## src/rtl/average_true_range_unit_defines.svh

```systemverilog
// ----------------------------------------------------------------------------
// Average true range unit: assertion macros
// Shared property forms for the concurrent checks in the RTL.
// ----------------------------------------------------------------------------
`ifndef AVERAGE_TRUE_RANGE_UNIT_DEFINES_SVH
`define AVERAGE_TRUE_RANGE_UNIT_DEFINES_SVH

// Overlapping implication, checked while reset is released.
`define ATR_ASSERT_IMP(lbl, clk, rstn, ante, cons, msg) \
  lbl: assert property (@(posedge clk) disable iff (!(rstn)) (ante) |-> (cons)) \
    else $error(msg);

// Implication that checks the consequent in the next cycle.
`define ATR_ASSERT_NXT(lbl, clk, rstn, ante, cons, msg) \
  lbl: assert property (@(posedge clk) disable iff (!(rstn)) (ante) |=> (cons)) \
    else $error(msg);

`endif

```

## src/rtl/atr_pkg.sv

```systemverilog
// ----------------------------------------------------------------------------
// Average true range package
// Widths, constants and shared types of the average true range unit.
// ----------------------------------------------------------------------------
`default_nettype none

package atr_pkg;

  localparam int unsigned PRICE_BITS    = 24;
  localparam int unsigned SUM_BITS      = 30;
  localparam int unsigned WIN_BITS      = 7;
  localparam int unsigned MAX_WINDOW    = 64;
  localparam int unsigned PTR_BITS      = $clog2(MAX_WINDOW);
  localparam int unsigned DIV_STEPS     = SUM_BITS;
  localparam int unsigned DIV_CNT_BITS  = $clog2(DIV_STEPS);

  localparam logic [WIN_BITS-1:0] WINDOW_RESET = WIN_BITS'(14);

  // Status returned by the serial divider.
  typedef struct packed {
    logic busy;
    logic done;
  } div_stat_t;

endpackage

`default_nettype wire

```

## src/rtl/atr_bar_if.sv

```systemverilog
// ----------------------------------------------------------------------------
// Price bar channel
// Valid/ready channel that carries one price bar per word.
// ----------------------------------------------------------------------------
`default_nettype none

interface atr_bar_if;
  logic                           valid;
  logic                           ready;
  logic [atr_pkg::PRICE_BITS-1:0] bar_high;
  logic [atr_pkg::PRICE_BITS-1:0] bar_low;
  logic [atr_pkg::PRICE_BITS-1:0] bar_close;
  logic                           series_start;

  modport source (output valid, bar_high, bar_low, bar_close, series_start, input ready);
  modport sink   (input valid, bar_high, bar_low, bar_close, series_start, output ready);
endinterface

`default_nettype wire

```

## src/rtl/atr_result_if.sv

```systemverilog
// ----------------------------------------------------------------------------
// Average true range result channel
// Valid/ready channel that carries one result word.
// ----------------------------------------------------------------------------
`default_nettype none

interface atr_result_if;
  logic                           valid;
  logic                           ready;
  logic [atr_pkg::PRICE_BITS-1:0] average_range;
  logic [atr_pkg::SUM_BITS-1:0]   range_sum;
  logic [atr_pkg::PRICE_BITS-1:0] latest_range;

  modport source (output valid, average_range, range_sum, latest_range, input ready);
  modport sink   (input valid, average_range, range_sum, latest_range, output ready);
endinterface

`default_nettype wire

```

## src/rtl/atr_div.sv

```systemverilog
// ----------------------------------------------------------------------------
// Average true range serial divider
// Restoring divider, one quotient bit per cycle, window sum by window length.
// ----------------------------------------------------------------------------
`default_nettype none

module atr_div (
  input  wire logic                           clk_i,
  input  wire logic                           rst_ni,
  input  wire logic                           start_i,
  input  wire logic [atr_pkg::SUM_BITS-1:0]   dividend_i,
  input  wire logic [atr_pkg::WIN_BITS-1:0]   divisor_i,
  output atr_pkg::div_stat_t                  stat_o,
  output logic      [atr_pkg::SUM_BITS-1:0]   quotient_o
);

  logic                              busy_q, done_q;
  logic [atr_pkg::DIV_CNT_BITS-1:0]  cnt_q;
  logic [atr_pkg::SUM_BITS-1:0]      dvd_q;
  logic [atr_pkg::WIN_BITS-1:0]      rem_q, dsr_q;
  logic [atr_pkg::WIN_BITS:0]        trial;
  logic                              qbit;

  // Partial remainder stays below the divisor, so the trial fits one more bit.
  assign trial = {rem_q, dvd_q[atr_pkg::SUM_BITS-1]};
  assign qbit  = (trial >= {1'b0, dsr_q});

  always_ff @(posedge clk_i or negedge rst_ni) begin
    if (!rst_ni) begin
      busy_q <= 1'b0;
      done_q <= 1'b0;
      cnt_q  <= '0;
    end else begin
      done_q <= 1'b0;
      if (start_i) begin
        busy_q <= 1'b1;
        cnt_q  <= '0;
      end else if (busy_q) begin
        cnt_q <= cnt_q + atr_pkg::DIV_CNT_BITS'(1);
        if (cnt_q == atr_pkg::DIV_CNT_BITS'(atr_pkg::DIV_STEPS - 1)) begin
          busy_q <= 1'b0;
          done_q <= 1'b1;
        end
      end
    end
  end

  // The dividend register shifts out at the top and takes quotient bits in
  // at the bottom; after the last step it holds the quotient.
  always_ff @(posedge clk_i) begin
    if (start_i) begin
      dvd_q <= dividend_i;
      rem_q <= '0;
      dsr_q <= divisor_i;
    end else if (busy_q) begin
      dvd_q <= {dvd_q[atr_pkg::SUM_BITS-2:0], qbit};
      if (qbit) begin
        rem_q <= atr_pkg::WIN_BITS'(trial - {1'b0, dsr_q});
      end else begin
        rem_q <= trial[atr_pkg::WIN_BITS-1:0];
      end
    end
  end

  assign stat_o.busy = busy_q;
  assign stat_o.done = done_q;
  assign quotient_o  = dvd_q;

endmodule

`default_nettype wire

```

## src/rtl/average_true_range_unit.sv

```systemverilog
// A bar that continues a series and fills the window gives its result word
// after the true range, sum and divide steps; the unit is ready for the next bar in that same cycle.
// The unit takes no new bar before its sequence, with the 30-step serial divide, ends.
// Bars that open a series or only fill the window give no result word and skip the divide.
// Reset (asynchronous, active low) clears the window, the prior close and the
// output; the window length returns to 14. The range ring is not cleared.
// ----------------------------------------------------------------------------
// Average true range unit
// Simple moving average of the true range over a configurable window.
// ----------------------------------------------------------------------------
`default_nettype none

`include "average_true_range_unit_defines.svh"

module average_true_range_unit (
  input  wire logic                         clk_i,
  input  wire logic                         rst_ni,
  atr_bar_if.sink                           bar_in,
  atr_result_if.source                      res_out,
  input  wire logic                         cfg_we_i,
  input  wire logic [atr_pkg::WIN_BITS-1:0] cfg_wdata_i
);

  localparam int unsigned PB = atr_pkg::PRICE_BITS;
  localparam int unsigned SB = atr_pkg::SUM_BITS;
  localparam int unsigned WB = atr_pkg::WIN_BITS;
  localparam int unsigned PT = atr_pkg::PTR_BITS;

  // Sequencer: three steps through the shared difference unit build the true
  // range, then ring read, sum update, ring write and, once the window is full, the serial divide.
  typedef enum logic [9:0] {
    ST_IDLE = 10'b00_0000_0001,
    ST_HL   = 10'b00_0000_0010,
    ST_HC   = 10'b00_0000_0100,
    ST_LC   = 10'b00_0000_1000,
    ST_RD   = 10'b00_0001_0000,
    ST_SUB  = 10'b00_0010_0000,
    ST_ADD  = 10'b00_0100_0000,
    ST_DGO  = 10'b00_1000_0000,
    ST_DIV  = 10'b01_0000_0000,
    ST_OUT  = 10'b10_0000_0000
  } state_e;

  state_e state_q, state_d;

  // Window state.
  logic [WB-1:0] win_q;
  logic [WB-1:0] cnt_q;
  logic [PT-1:0] ptr_q;
  logic [SB-1:0] sum_q;
  logic [PB-1:0] prior_q;
  logic          have_prior_q;

  // Working registers of the bar in progress.
  logic [PB-1:0] hi_q, lo_q, cl_q, tr_q, old_q;
  logic [PT-1:0] slot_q;

  // Range ring.
  logic [PB-1:0] ring_q [atr_pkg::MAX_WINDOW];

  // Output register.
  logic          out_valid_q;
  logic [PB-1:0] out_avg_q, out_tr_q;
  logic [SB-1:0] out_sum_q;

  logic          accept, opens_series, out_free, window_full;
  logic [WB-1:0] win_eff;
  logic [WB-1:0] slot_next;
  logic [PT-1:0] slot_d;
  logic [PB-1:0] alu_a, alu_b, alu_diff, alu_res;
  logic [SB-1:0] sum_res;

  logic                  div_start;
  atr_pkg::div_stat_t    div_stat;
  logic [SB-1:0]         div_quot;

  assign accept       = bar_in.valid && bar_in.ready;
  assign opens_series = bar_in.series_start || !have_prior_q;
  assign out_free     = !out_valid_q || res_out.ready;
  assign window_full  = (cnt_q >= win_q);
  assign div_start    = (state_q == ST_DGO);

  assign bar_in.ready = (state_q == ST_IDLE);

  // A length of zero behaves as one; anything above the ring depth is clamped.
  always_comb begin
    priority if (cfg_wdata_i == '0) begin
      win_eff = WB'(1);
    end else if (cfg_wdata_i > WB'(atr_pkg::MAX_WINDOW)) begin
      win_eff = WB'(atr_pkg::MAX_WINDOW);
    end else begin
      win_eff = cfg_wdata_i;
    end
  end

  // Shared absolute difference unit. For the high minus low term an inverted
  // bar counts as zero.
  always_comb begin
    unique case (state_q)
      ST_HC:   begin alu_a = hi_q; alu_b = prior_q; end
      ST_LC:   begin alu_a = lo_q; alu_b = prior_q; end
      default: begin alu_a = hi_q; alu_b = lo_q;    end
    endcase
    alu_diff = (alu_a >= alu_b) ? (alu_a - alu_b) : (alu_b - alu_a);
    priority if ((state_q == ST_HL) && (alu_a < alu_b)) begin
      alu_res = '0;
    end else begin
      alu_res = alu_diff;
    end
  end

  // Shared sum adder: drops the oldest range once the window is full, then adds the newest.
  assign sum_res = (state_q == ST_SUB) ? (sum_q - SB'(old_q)) : (sum_q + SB'(tr_q));

  // A pointer left beyond a shortened window wraps to the start.
  assign slot_d    = ({1'b0, ptr_q} >= win_q) ? '0 : ptr_q;
  assign slot_next = {1'b0, slot_q} + WB'(1);

  always_comb begin
    state_d = state_q;
    unique case (state_q)
      ST_IDLE: if (accept && !opens_series) state_d = ST_HL;
      ST_HL:   state_d = ST_HC;
      ST_HC:   state_d = ST_LC;
      ST_LC:   state_d = ST_RD;
      ST_RD:   state_d = ST_SUB;
      ST_SUB:  state_d = ST_ADD;
      ST_ADD:  state_d = window_full ? ST_DGO : ST_IDLE;
      ST_DGO:  state_d = ST_DIV;
      ST_DIV:  if (div_stat.done) state_d = ST_OUT;
      ST_OUT:  if (out_free) state_d = ST_IDLE;
      default: state_d = ST_IDLE;
    endcase
  end

  always_ff @(posedge clk_i or negedge rst_ni) begin
    if (!rst_ni) begin
      state_q      <= ST_IDLE;
      win_q        <= atr_pkg::WINDOW_RESET;
      cnt_q        <= '0;
      ptr_q        <= '0;
      sum_q        <= '0;
      prior_q      <= '0;
      have_prior_q <= 1'b0;
      out_valid_q  <= 1'b0;
    end else begin
      state_q <= state_d;
      // The output word is raised when the sequencer hands it over and is
      // dropped once the sink has taken it.
      if ((state_q == ST_OUT) && out_free) begin
        out_valid_q <= 1'b1;
      end else if (res_out.ready) begin
        out_valid_q <= 1'b0;
      end
      if (cfg_we_i) begin
        // A new length restarts the window; the prior close is kept.
        win_q <= win_eff;
        cnt_q <= '0;
        ptr_q <= '0;
        sum_q <= '0;
      end else begin
        unique case (state_q)
          ST_IDLE: begin
            if (accept && opens_series) begin
              cnt_q        <= '0;
              ptr_q        <= '0;
              sum_q        <= '0;
              prior_q      <= bar_in.bar_close;
              have_prior_q <= 1'b1;
            end
          end
          ST_LC:   prior_q <= cl_q;
          ST_SUB: begin
            if (window_full) begin
              sum_q <= sum_res;
            end else begin
              cnt_q <= cnt_q + WB'(1);
            end
          end
          ST_ADD: begin
            sum_q <= sum_res;
            ptr_q <= (slot_next >= win_q) ? '0 : slot_next[PT-1:0];
          end
          default: ;
        endcase
      end
    end
  end

  always_ff @(posedge clk_i) begin
    if (accept) begin
      hi_q <= bar_in.bar_high;
      lo_q <= bar_in.bar_low;
      cl_q <= bar_in.bar_close;
    end
    unique case (state_q)
      ST_HL:   tr_q <= alu_res;
      ST_HC:   if (alu_res > tr_q) tr_q <= alu_res;
      ST_LC: begin
        if (alu_res > tr_q) tr_q <= alu_res;
        slot_q <= slot_d;
      end
      default: ;
    endcase
    if ((state_q == ST_OUT) && out_free) begin
      out_avg_q <= div_quot[PB-1:0];
      out_sum_q <= sum_q;
      out_tr_q  <= tr_q;
    end
  end

  // Ring memory: one registered read of the slot's oldest range, then the
  // newest range is written back to the same slot.
  always_ff @(posedge clk_i) begin
    if (state_q == ST_RD) begin
      old_q <= ring_q[slot_q];
    end
    if (state_q == ST_ADD) begin
      ring_q[slot_q] <= tr_q;
    end
  end

  atr_div u_div (
    .clk_i      (clk_i),
    .rst_ni     (rst_ni),
    .start_i    (div_start),
    .dividend_i (sum_q),
    .divisor_i  (win_q),
    .stat_o     (div_stat),
    .quotient_o (div_quot)
  );

  assign res_out.valid         = out_valid_q;
  assign res_out.average_range = out_avg_q;
  assign res_out.range_sum     = out_sum_q;
  assign res_out.latest_range  = out_tr_q;

  // The number of held ranges never passes the window length.
  `ATR_ASSERT_IMP(a_cnt_in_window, clk_i, rst_ni, 1'b1, cnt_q <= win_q,
                  "filled count exceeds window length")
  // The ring pointer always addresses a slot inside the window.
  `ATR_ASSERT_IMP(a_ptr_in_window, clk_i, rst_ni, 1'b1, {1'b0, ptr_q} < win_q,
                  "ring pointer outside window")
  // A divide is never restarted while one is in progress.
  `ATR_ASSERT_IMP(a_div_start_free, clk_i, rst_ni, div_start, !div_stat.busy,
                  "divider started while busy")
  // A finished divide always leads to a result being offered.
  `ATR_ASSERT_NXT(a_div_to_out, clk_i, rst_ni,
                  (state_q == ST_DIV) && div_stat.done, state_q == ST_OUT,
                  "divider result not taken to output")

endmodule

`default_nettype wire
```

## src/flat_wrapper.sv

```systemverilog
// flat-port wrapper written by rule: the top's interface ports become plain ports
module average_true_range_unit_flat 
  (clk_i, rst_ni, cfg_we_i, cfg_wdata_i, bar_in_valid, bar_in_bar_high, bar_in_bar_low, bar_in_bar_close, bar_in_series_start, bar_in_ready, res_out_valid, res_out_average_range, res_out_range_sum, res_out_latest_range, res_out_ready);
  atr_bar_if bar_in_i ();
  atr_result_if res_out_i ();
  input  wire logic clk_i;
  input  wire logic rst_ni;
  input  wire logic cfg_we_i;
  input  wire logic [atr_pkg::WIN_BITS-1:0] cfg_wdata_i;
  input wire logic [$bits(bar_in_i.valid)-1:0] bar_in_valid;
  input wire logic [$bits(bar_in_i.bar_high)-1:0] bar_in_bar_high;
  input wire logic [$bits(bar_in_i.bar_low)-1:0] bar_in_bar_low;
  input wire logic [$bits(bar_in_i.bar_close)-1:0] bar_in_bar_close;
  input wire logic [$bits(bar_in_i.series_start)-1:0] bar_in_series_start;
  output wire logic [$bits(bar_in_i.ready)-1:0] bar_in_ready;
  output wire logic [$bits(res_out_i.valid)-1:0] res_out_valid;
  output wire logic [$bits(res_out_i.average_range)-1:0] res_out_average_range;
  output wire logic [$bits(res_out_i.range_sum)-1:0] res_out_range_sum;
  output wire logic [$bits(res_out_i.latest_range)-1:0] res_out_latest_range;
  input wire logic [$bits(res_out_i.ready)-1:0] res_out_ready;
  assign bar_in_i.valid = bar_in_valid;
  assign bar_in_i.bar_high = bar_in_bar_high;
  assign bar_in_i.bar_low = bar_in_bar_low;
  assign bar_in_i.bar_close = bar_in_bar_close;
  assign bar_in_i.series_start = bar_in_series_start;
  assign bar_in_ready = bar_in_i.ready;
  assign res_out_valid = res_out_i.valid;
  assign res_out_average_range = res_out_i.average_range;
  assign res_out_range_sum = res_out_i.range_sum;
  assign res_out_latest_range = res_out_i.latest_range;
  assign res_out_i.ready = res_out_ready;
  average_true_range_unit u_core (.clk_i(clk_i), .rst_ni(rst_ni), .bar_in(bar_in_i), .res_out(res_out_i), .cfg_we_i(cfg_we_i), .cfg_wdata_i(cfg_wdata_i));
endmodule
```

## config.mk

```make
export PLATFORM = sky130hd
export DESIGN_NAME = average_true_range_unit_flat
export DESIGN_NICKNAME = d
export VERILOG_FILES = /design/src/rtl/atr_pkg.sv /design/src/rtl/atr_bar_if.sv /design/src/rtl/atr_result_if.sv /design/src/rtl/atr_div.sv /design/src/rtl/average_true_range_unit.sv /design/src/flat_wrapper.sv
export VERILOG_INCLUDE_DIRS = /design/src /design/src/rtl
export SDC_FILE = /design/constraint.sdc
export NUM_CORES = 2
export LEC_CHECK = 0
export ABC_AREA = 1
export BUFFER_PORTS_ARGS = -buffer_cell sky130_fd_sc_hd__buf_2
export CORE_MARGIN = 2
export CORE_UTILIZATION = 50
export DETAILED_ROUTE_END_ITERATION = 12
export PLACE_DENSITY = 0.68
export RECOVER_POWER = 50
export SLEW_MARGIN = 20
export SYNTH_ARGS = -nofsm -noshare
export SYNTH_HDL_FRONTEND = slang
export SYNTH_SLANG_ARGS = --single-unit
```

## constraint.sdc

```tcl
create_clock -name clk_i -period 11.64 [get_ports clk_i]
set_clock_uncertainty 0.05 [all_clocks]
set_input_delay 0.582 -clock clk_i [delete_from_list [all_inputs] [get_ports clk_i]]
set_output_delay 0.582 -clock clk_i [all_outputs]
set_load 0.01 [all_outputs]
```

# Word-level counts from Yosys, hierarchy flattened
# Memory sizes are Yosys's and may differ from the RTL's. A register that Yosys moved wholly into a read port is not among the register bits.
# Cells that the tools add are included.
# word_totals
regBits	317
ramBits	1536
input_bits	85
output_inout_bits	80
elab_cells	128
n_memories	1
# mem_list
name	depth	word_bits	rd	rd_clocked_by_memory_dff	write_ports	line	text
u_core.ring_q	64	24	1	1	1	average_true_range_unit.sv:59	logic [PB-1:0] ring_q [atr_pkg::MAX_WINDOW];
# classes
add_sub_neg	8
n_lt_le_gt_ge	8
eq_ne	19
mux	43
n_bitwise	1
n_reduce_logical	26
# ops
cell	count
30-bit two-way mux	6
24-bit two-way mux	6
10-bit one-hot mux with 10 select lines	1
24-bit one-hot mux with 2 select lines	2
30-bit one-hot mux with 3 select lines	1
24-bit subtractor	2
7-bit two-way mux	6
30-bit by 24-bit adder with 30-bit output	1
10-bit two-way mux	3
30-bit by 24-bit subtractor with 30-bit output	1
24-bit >= comparator	1
24-bit greater-than comparator	1
24-bit less-than comparator	1
6-bit two-way mux	3
3-bit AND reduction	5
7-bit >= comparator	2
7-bit one-hot mux with 2 select lines	1
6-bit one-hot mux with 2 select lines	1
10-bit by 1-bit == test with 1-bit output, second input constant	1
10-bit == test, second input constant	1
10-bit by 2-bit == test with 1-bit output, second input constant	1
10-bit by 3-bit == test with 1-bit output, second input constant	1
10-bit by 4-bit == test with 1-bit output, second input constant	1
10-bit by 5-bit == test with 1-bit output, second input constant	1
other kinds (29)	55

# Logic depth before layout (Yosys ltp)
# depth
depth_word	9
ltp_mapped	35
ltp_nobuf	32

# Cells and area by module
# From an unflattened synthesis, not the netlist that was laid out.
# hier_totals
hier_cells	6551
hier_area_um2	78037.3
# by_module_without_submodules
mod	n_inst	cells_each	area_each_um2
average_true_range_unit	1	6267	75522.4
atr_div	1	284	2514.9

# Worst setup path before layout
# OpenSTA, ideal clock, no wires.
# synth_timing
kind	register to register
start	register u_core.state_q[6]
end	register u_core.tr_q[0], enable pin
setup_time_ps	381
arrival_ps	4724
t_required_ps	11209
path_slack_ps	6485
stages_incl_launch_ff	32
n_path_buf	2
synth_period_minus_slack_ps	5155
path_cell_list	dfrtp_1 -> nor2_1 -> nand2_1 -> inv_2 -> nand4_2 -> nand2_1 -> buf_2 -> nor2_1 -> a21oi_1 -> inv_1 -> ha_1 -> fa_1 -> o21ai_0 -> nand2_1 -> nand2_1 -> nand2_1 -> nand3_2 -> inv_1 -> nand2_2 -> buf_4 -> nand2_1 -> nand2_1 -> nor2_1 -> ha_1 -> nand2_1 -> nor2_1 -> nand2_1 -> nor4_1 -> nand2_1 -> nand3_1 -> nand2_1 -> nand2_1
# synth_between
elab_chain_cells	9
word_cells_on_any_way	17
cone_classes	2 x add/sub; 3 x order compare; 4 x eq/ne; 4 x mux; 4 x reduce/logical
# synth_lines
item	line	text
start, declared	average_true_range_unit.sv:44	state_e state_q, state_d;
start signal, assigned	average_true_range_unit.sv:147	state_q <= state_d;
10-bit by 3-bit == test with 1-bit output or 10-bit by 4-bit == test with 1-bit output (tied branches)	average_true_range_unit.sv:99	unique case (state_q)
2-bit OR reduction (no line)	n/a	
24-bit two-way mux	average_true_range_unit.sv:99	
24-bit subtractor (tied with other cells)	average_true_range_unit.sv:104	alu_diff = (alu_a >= alu_b) ? (alu_a - alu_b) : (alu_b - alu_a);
24-bit two-way mux or 1-bit logical AND (tied branches)	average_true_range_unit.sv:104, average_true_range_unit.sv:105	
24-bit two-way mux (*)	average_true_range_unit.sv:105	priority if ((state_q == ST_HL) && (alu_a < alu_b)) begin
via u_core.alu_res[21]	average_true_range_unit.sv:70	logic [PB-1:0] alu_a, alu_b, alu_diff, alu_res;
24-bit greater-than comparator (*)	average_true_range_unit.sv:198, average_true_range_unit.sv:200	
2-bit by 1-bit inequality test with 1-bit output (no line) (*)	n/a	
2-bit AND reduction (no line) (*)	n/a	
end signal, assigned	average_true_range_unit.sv:197	ST_HL: tr_q <= alu_res;
end signal, assigned	average_true_range_unit.sv:198	ST_HC: if (alu_res > tr_q) tr_q <= alu_res;
end signal, assigned	average_true_range_unit.sv:200	if (alu_res > tr_q) tr_q <= alu_res;
end, declared	average_true_range_unit.sv:55	logic [PB-1:0] hi_q, lo_q, cl_q, tr_q, old_q;
# Mark *: on every way through the listed nets, which the timed path passes. The rest lies on a longest branch.
# A chain may end at the register's enable or synchronous reset.

# Worst setup path after layout
# layout_timing
start	register u_core.tr_q[10]
end	register u_core.sum_q[17]
# layout_between
elab_chain_cells	5
# layout_lines
item	line	text
30-bit by 24-bit adder with 30-bit output (*)	average_true_range_unit.sv:113	assign sum_res = (state_q == ST_SUB) ? (sum_q - SB'(old_q)) : (sum_q + SB'(tr_q));
30-bit two-way mux (*)	average_true_range_unit.sv:113	
30-bit two-way mux	average_true_range_unit.sv:174	if (window_full) begin
30-bit one-hot mux with 3 select lines (*)	average_true_range_unit.sv:162	unique case (state_q)
30-bit two-way mux (*)	average_true_range_unit.sv:155	if (cfg_we_i) begin
end signal, assigned	average_true_range_unit.sv:175	sum_q <= sum_res;
end signal, assigned	average_true_range_unit.sv:181	sum_q <= sum_res;
end, declared	average_true_range_unit.sv:50	logic [SB-1:0] sum_q;
# Every way passes the cells marked *; elsewhere a longest branch is shown, timed or not. The select of a mux whose other input is x is not followed.

==> out/qor.yml <==
outcome: "complete, but fails checks"
violations: "capacitance limit, slew limit"
r2r_cells: 18
critPathRequiredTime_ps: 12320
critPathBufInv: 3
grt_overflow: 0
stdcell_count: 9111
antenna_found_initial: 11
hp-class: "input port to flop"
io_buffers: 164
path_cells: "clkbuf_1, clkinv_1, nand4_1, nor2_1, nand2_1, nor3_1, o21ai_0, o21ai_0, ha_1, nand2_1, inv_1, nand2_1, nor2_1, nand4_1, nand3_1, nand2_1, nand3_1, nand2_1"
place_inst: 8691
gp_congestion: 0.9265
grt_pass1_wl_mm: 325.0
relSlewSlack_pct: -183.7
cts.sinks: 1877
rsz0062_at_grt: "no"
netlist_instances: 6579
synth_seq_cells: 1877
post_cts_buffers: 0
dr.first_iter.drc_count: 7046
syn_to_final_growth_pct: 13.40
die_area_sq_um: 158800
cts_max_path_buffers: 3
postRouteAntennaNets: 0
cts_root_buf: "clkbuf_16"
crit_type: "flop to flop"
tritoncts: "built"
grt_max_degree: 131
period_needed_ps: 7437
die_h_um: 398.5
drc: 0
synthFlopType: "edfxtp_1"
crit_fanout: 66
ir_drop_uv: 122.3
drt_first_pass_iters: 9
setup_viol: 0
synth.distinct_cells: 50
cpLargestDelayFamily: "buffers and inverters"
drv_slew: 1804
vias: 52310
nNetsFinal: 7132
path_common_cell: "nand2_1"
insertion_delay_ps: 840
p_leak_nw: 32.59
synth_fp_nets: 6800
drive_above_1_share_pct: 8.084
cts_buffers: 182
seq_area_frac_synth_pct: 71.76
track_usage_pct: 27.90
postCtsResizedCells: 0
die_width_um: 398.5
dpl.hpwl_mm: 127.9
clk_pin_slew_ps: 60
io_pins: 165
synth-async-reset-ratio_pct: 4.955
crit_slowest_cell: "clkbuf_1"
core_sq_um: 154200
fin_crit_sh_pct: 63.89
critPathCaptureType: "flop"
worstHoldPathCells: 4
postLayoutSetupSlackWorst_ps: 4203
post-place-ws_ps: 4800
tns_ps: 0
wl_per_cell_um: 24.34
slowest_delay_ps: 2750
cts-htree-levels: 4
cp.depth: 18
timing.fmax_mhz: 134.5
synth-edff-count: 1777
yosys_warnings: 0
syn-mean-instance-area_sq_um: 11.83
initial_core_util_pct: 50.45
syn_area_sq_um: 77800
drv_cap: 28
cellPowerDensity_nw_per_um2: 178.8
row_count: 144
tightest_slew_ps: 4255
wl_mm: 221.8
fillers: 12470
grt_pass1_vias: 50410
hold_viol_final: 0
vias_per_cell: 5.741
crit_arrival_ps: 8110
startpoint_type: "flop"
## kinds of logic after synthesis
group / count (synthesis) / share of synthesized area (%)
xor+xnor: 57 / 0.6417
flops: 1877 / 71.76
simple gates: 3085 / 16.29
buf+inv: 717 / 3.697
fa+ha+maj: 136 / 2.226
compound gates: 707 / 5.384
## path summary, 6_finish.rpt
path / start / to / slack [ps]
worst max-delay path: u_core.tr_q[10]$_DFFE_PP_ / u_core.sum_q[17]$_DFFE_PN0P_ / 4200
worst min-delay path: res_out_ready / u_core.res_out.valid$_DFFE_PN0P_ / 40
worst max register to register: u_core.tr_q[10]$_DFFE_PP_ / u_core.sum_q[17]$_DFFE_PN0P_ / 4200
worst min register to register: u_core.win_q[5]$_DFFE_PN0P_ / u_core.u_div.dsr_q[5]$_DFFE_PP_ / 400
max in group asynchronous: rst_ni / u_core.cnt_q[0]$_DFFE_PN0P_ / 6350
min in group asynchronous: rst_ni / u_core.prior_q[4]$_DFFE_PN0P_ / 1040
## worst register-to-register path: cells and delay by family, from the launching register on
family / cells / cell delay [ps]
flip-flops: 1 / 330
AND/OR/NAND/NOR: 12 / 1630
adder cells (fa/ha/maj): 1 / 440
buffers and inverters: 3 / 4170
AO/OA/AOI/OAI: 2 / 740
## sequential cells by signal, indices dropped and copies added (netlist names), 7 cells and up
name                          flops
u_core.cl_q                      24
u_core.cnt_q                      7
u_core.hi_q                      24
u_core.lo_q                      24
u_core.old_q                     24
u_core.prior_q                   24
u_core.res_out.average_range     24
u_core.res_out.latest_range      24
u_core.res_out.range_sum         30
u_core.ring_q                  1536
u_core.state_q                   10
u_core.sum_q                     30
u_core.tr_q                      24
u_core.u_div.dsr_q                7
u_core.u_div.quotient_o          30
u_core.u_div.rem_q                7
u_core.win_q                      7
## cell type report
type | instances | area (sq um) | share of cell area, %
Sequential cell | 1877 | 55830 | 63.28
Multi-Input combinational cell | 3985 | 19330 | 21.90
Clock buffer | 227 | 4827 | 5.471
Timing Repair Buffer | 386 | 2570 | 2.913
Tap cell | 2044 | 2557 | 2.899
Inverter | 479 | 1813 | 2.055
Clock inverter | 109 | 1295 | 1.468
Antenna cell | 4 | 10.01 | 0.01134
## power by group
part | internal (W) | total [W] | leakage, nW | switching, W
clock network | 0.00340 | 0.00598 | 2.95 | 0.00259
logic | 0.000529 | 0.00197 | 12.4 | 0.00144
registers | 0.00775 | 0.00782 | 17.3 | 0.0000731
## stage by stage
step	hold WS, ps	utilization (%)	area, sq um	total power (W)
after floorplan	236.4	-	77800	0.009170
after global routing	61.81	57.20	88220	0.01634
after global placement	383.0	52.87	81540	0.009830
after CTS	17.43	57.36	88460	0.01579
final	37.14	57.21	88230	0.01578
after detailed placement	384.1	52.87	81540	0.009856
## layer usage
| metal | track usage (%) | share of wire [%] | wire length (um) | vias up |
|---|---|---|---|---|
| met5 | 0 | 0.018 | 39 | - |
| met4 | 11.01 | 4.4 | 9806 | 6 |
| met3 | 5.869 | 11 | 23800 | 469 |
| met2 | 44.44 | 46 | 101600 | 2801 |
| met1 | 37.70 | 39 | 86570 | 25440 |
| li1 | - | - | - | 23600 |
## Yosys cell counts (all sizes together), types with 7 or more instances
cell type,instances,area share (%)
nand4,246,2.0
dfxtp,7,0.18
nor3,18,0.13
buf,148,0.95
o2bb2ai,9,0.10
ha,132,2.1
nand3b,10,0.096
dfrtp,89,2.9
a22oi,208,2.0
o2111ai,7,0.079
clkbuf,90,0.44
nand2,2092,10
inv,474,2.3
nor2,465,2.3
o21bai,9,0.087
a21oi,171,1.1
xor2,40,0.45
nand3,238,1.5
o21ai,285,1.8
xnor2,17,0.19
edfxtp,1777,69
## timing repair
| action | 4_1_cts | 5_1_grt |
|---|---|---|
| endpoints found under the setup margin | 0 | 0 |
| endpoints found under the hold margin | 114 | 0 |
| hold buffers | 80 | 0 |
## cell usage in the layout (no fill, tap or decap), types with 8 or more instances in the layout
cell           netlist  routed
nand4_1            245     246
clkinv_16            0      10
clkbuf_1            87     144
a21oi_1            170     170
nand3b_1            10      10
clkinvlp_4           0       8
o21ai_0            224     224
inv_1              463     464
bufinv_16            0      19
o21ai_1             61      61
edfxtp_1          1777    1777
buf_4                7     106
ha_1               132     132
nand3_1            236     235
xnor2_1             17      17
a22oi_1            208     208
nor2_1             458     388
o2bb2ai_1            9       9
dlygate4sd3_1        0      80
clkbuf_16            0     185
nand2_1           2087    2088
dfrtp_1             89      89
xor2_1              40      40
nor3_1              16      12
nor2_2               3      70
o21bai_1             9       9
clkinv_2             0      28
clkinv_1             5      41
buf_2              124      85
Note: power is estimated with default switching activity, not from simulation.
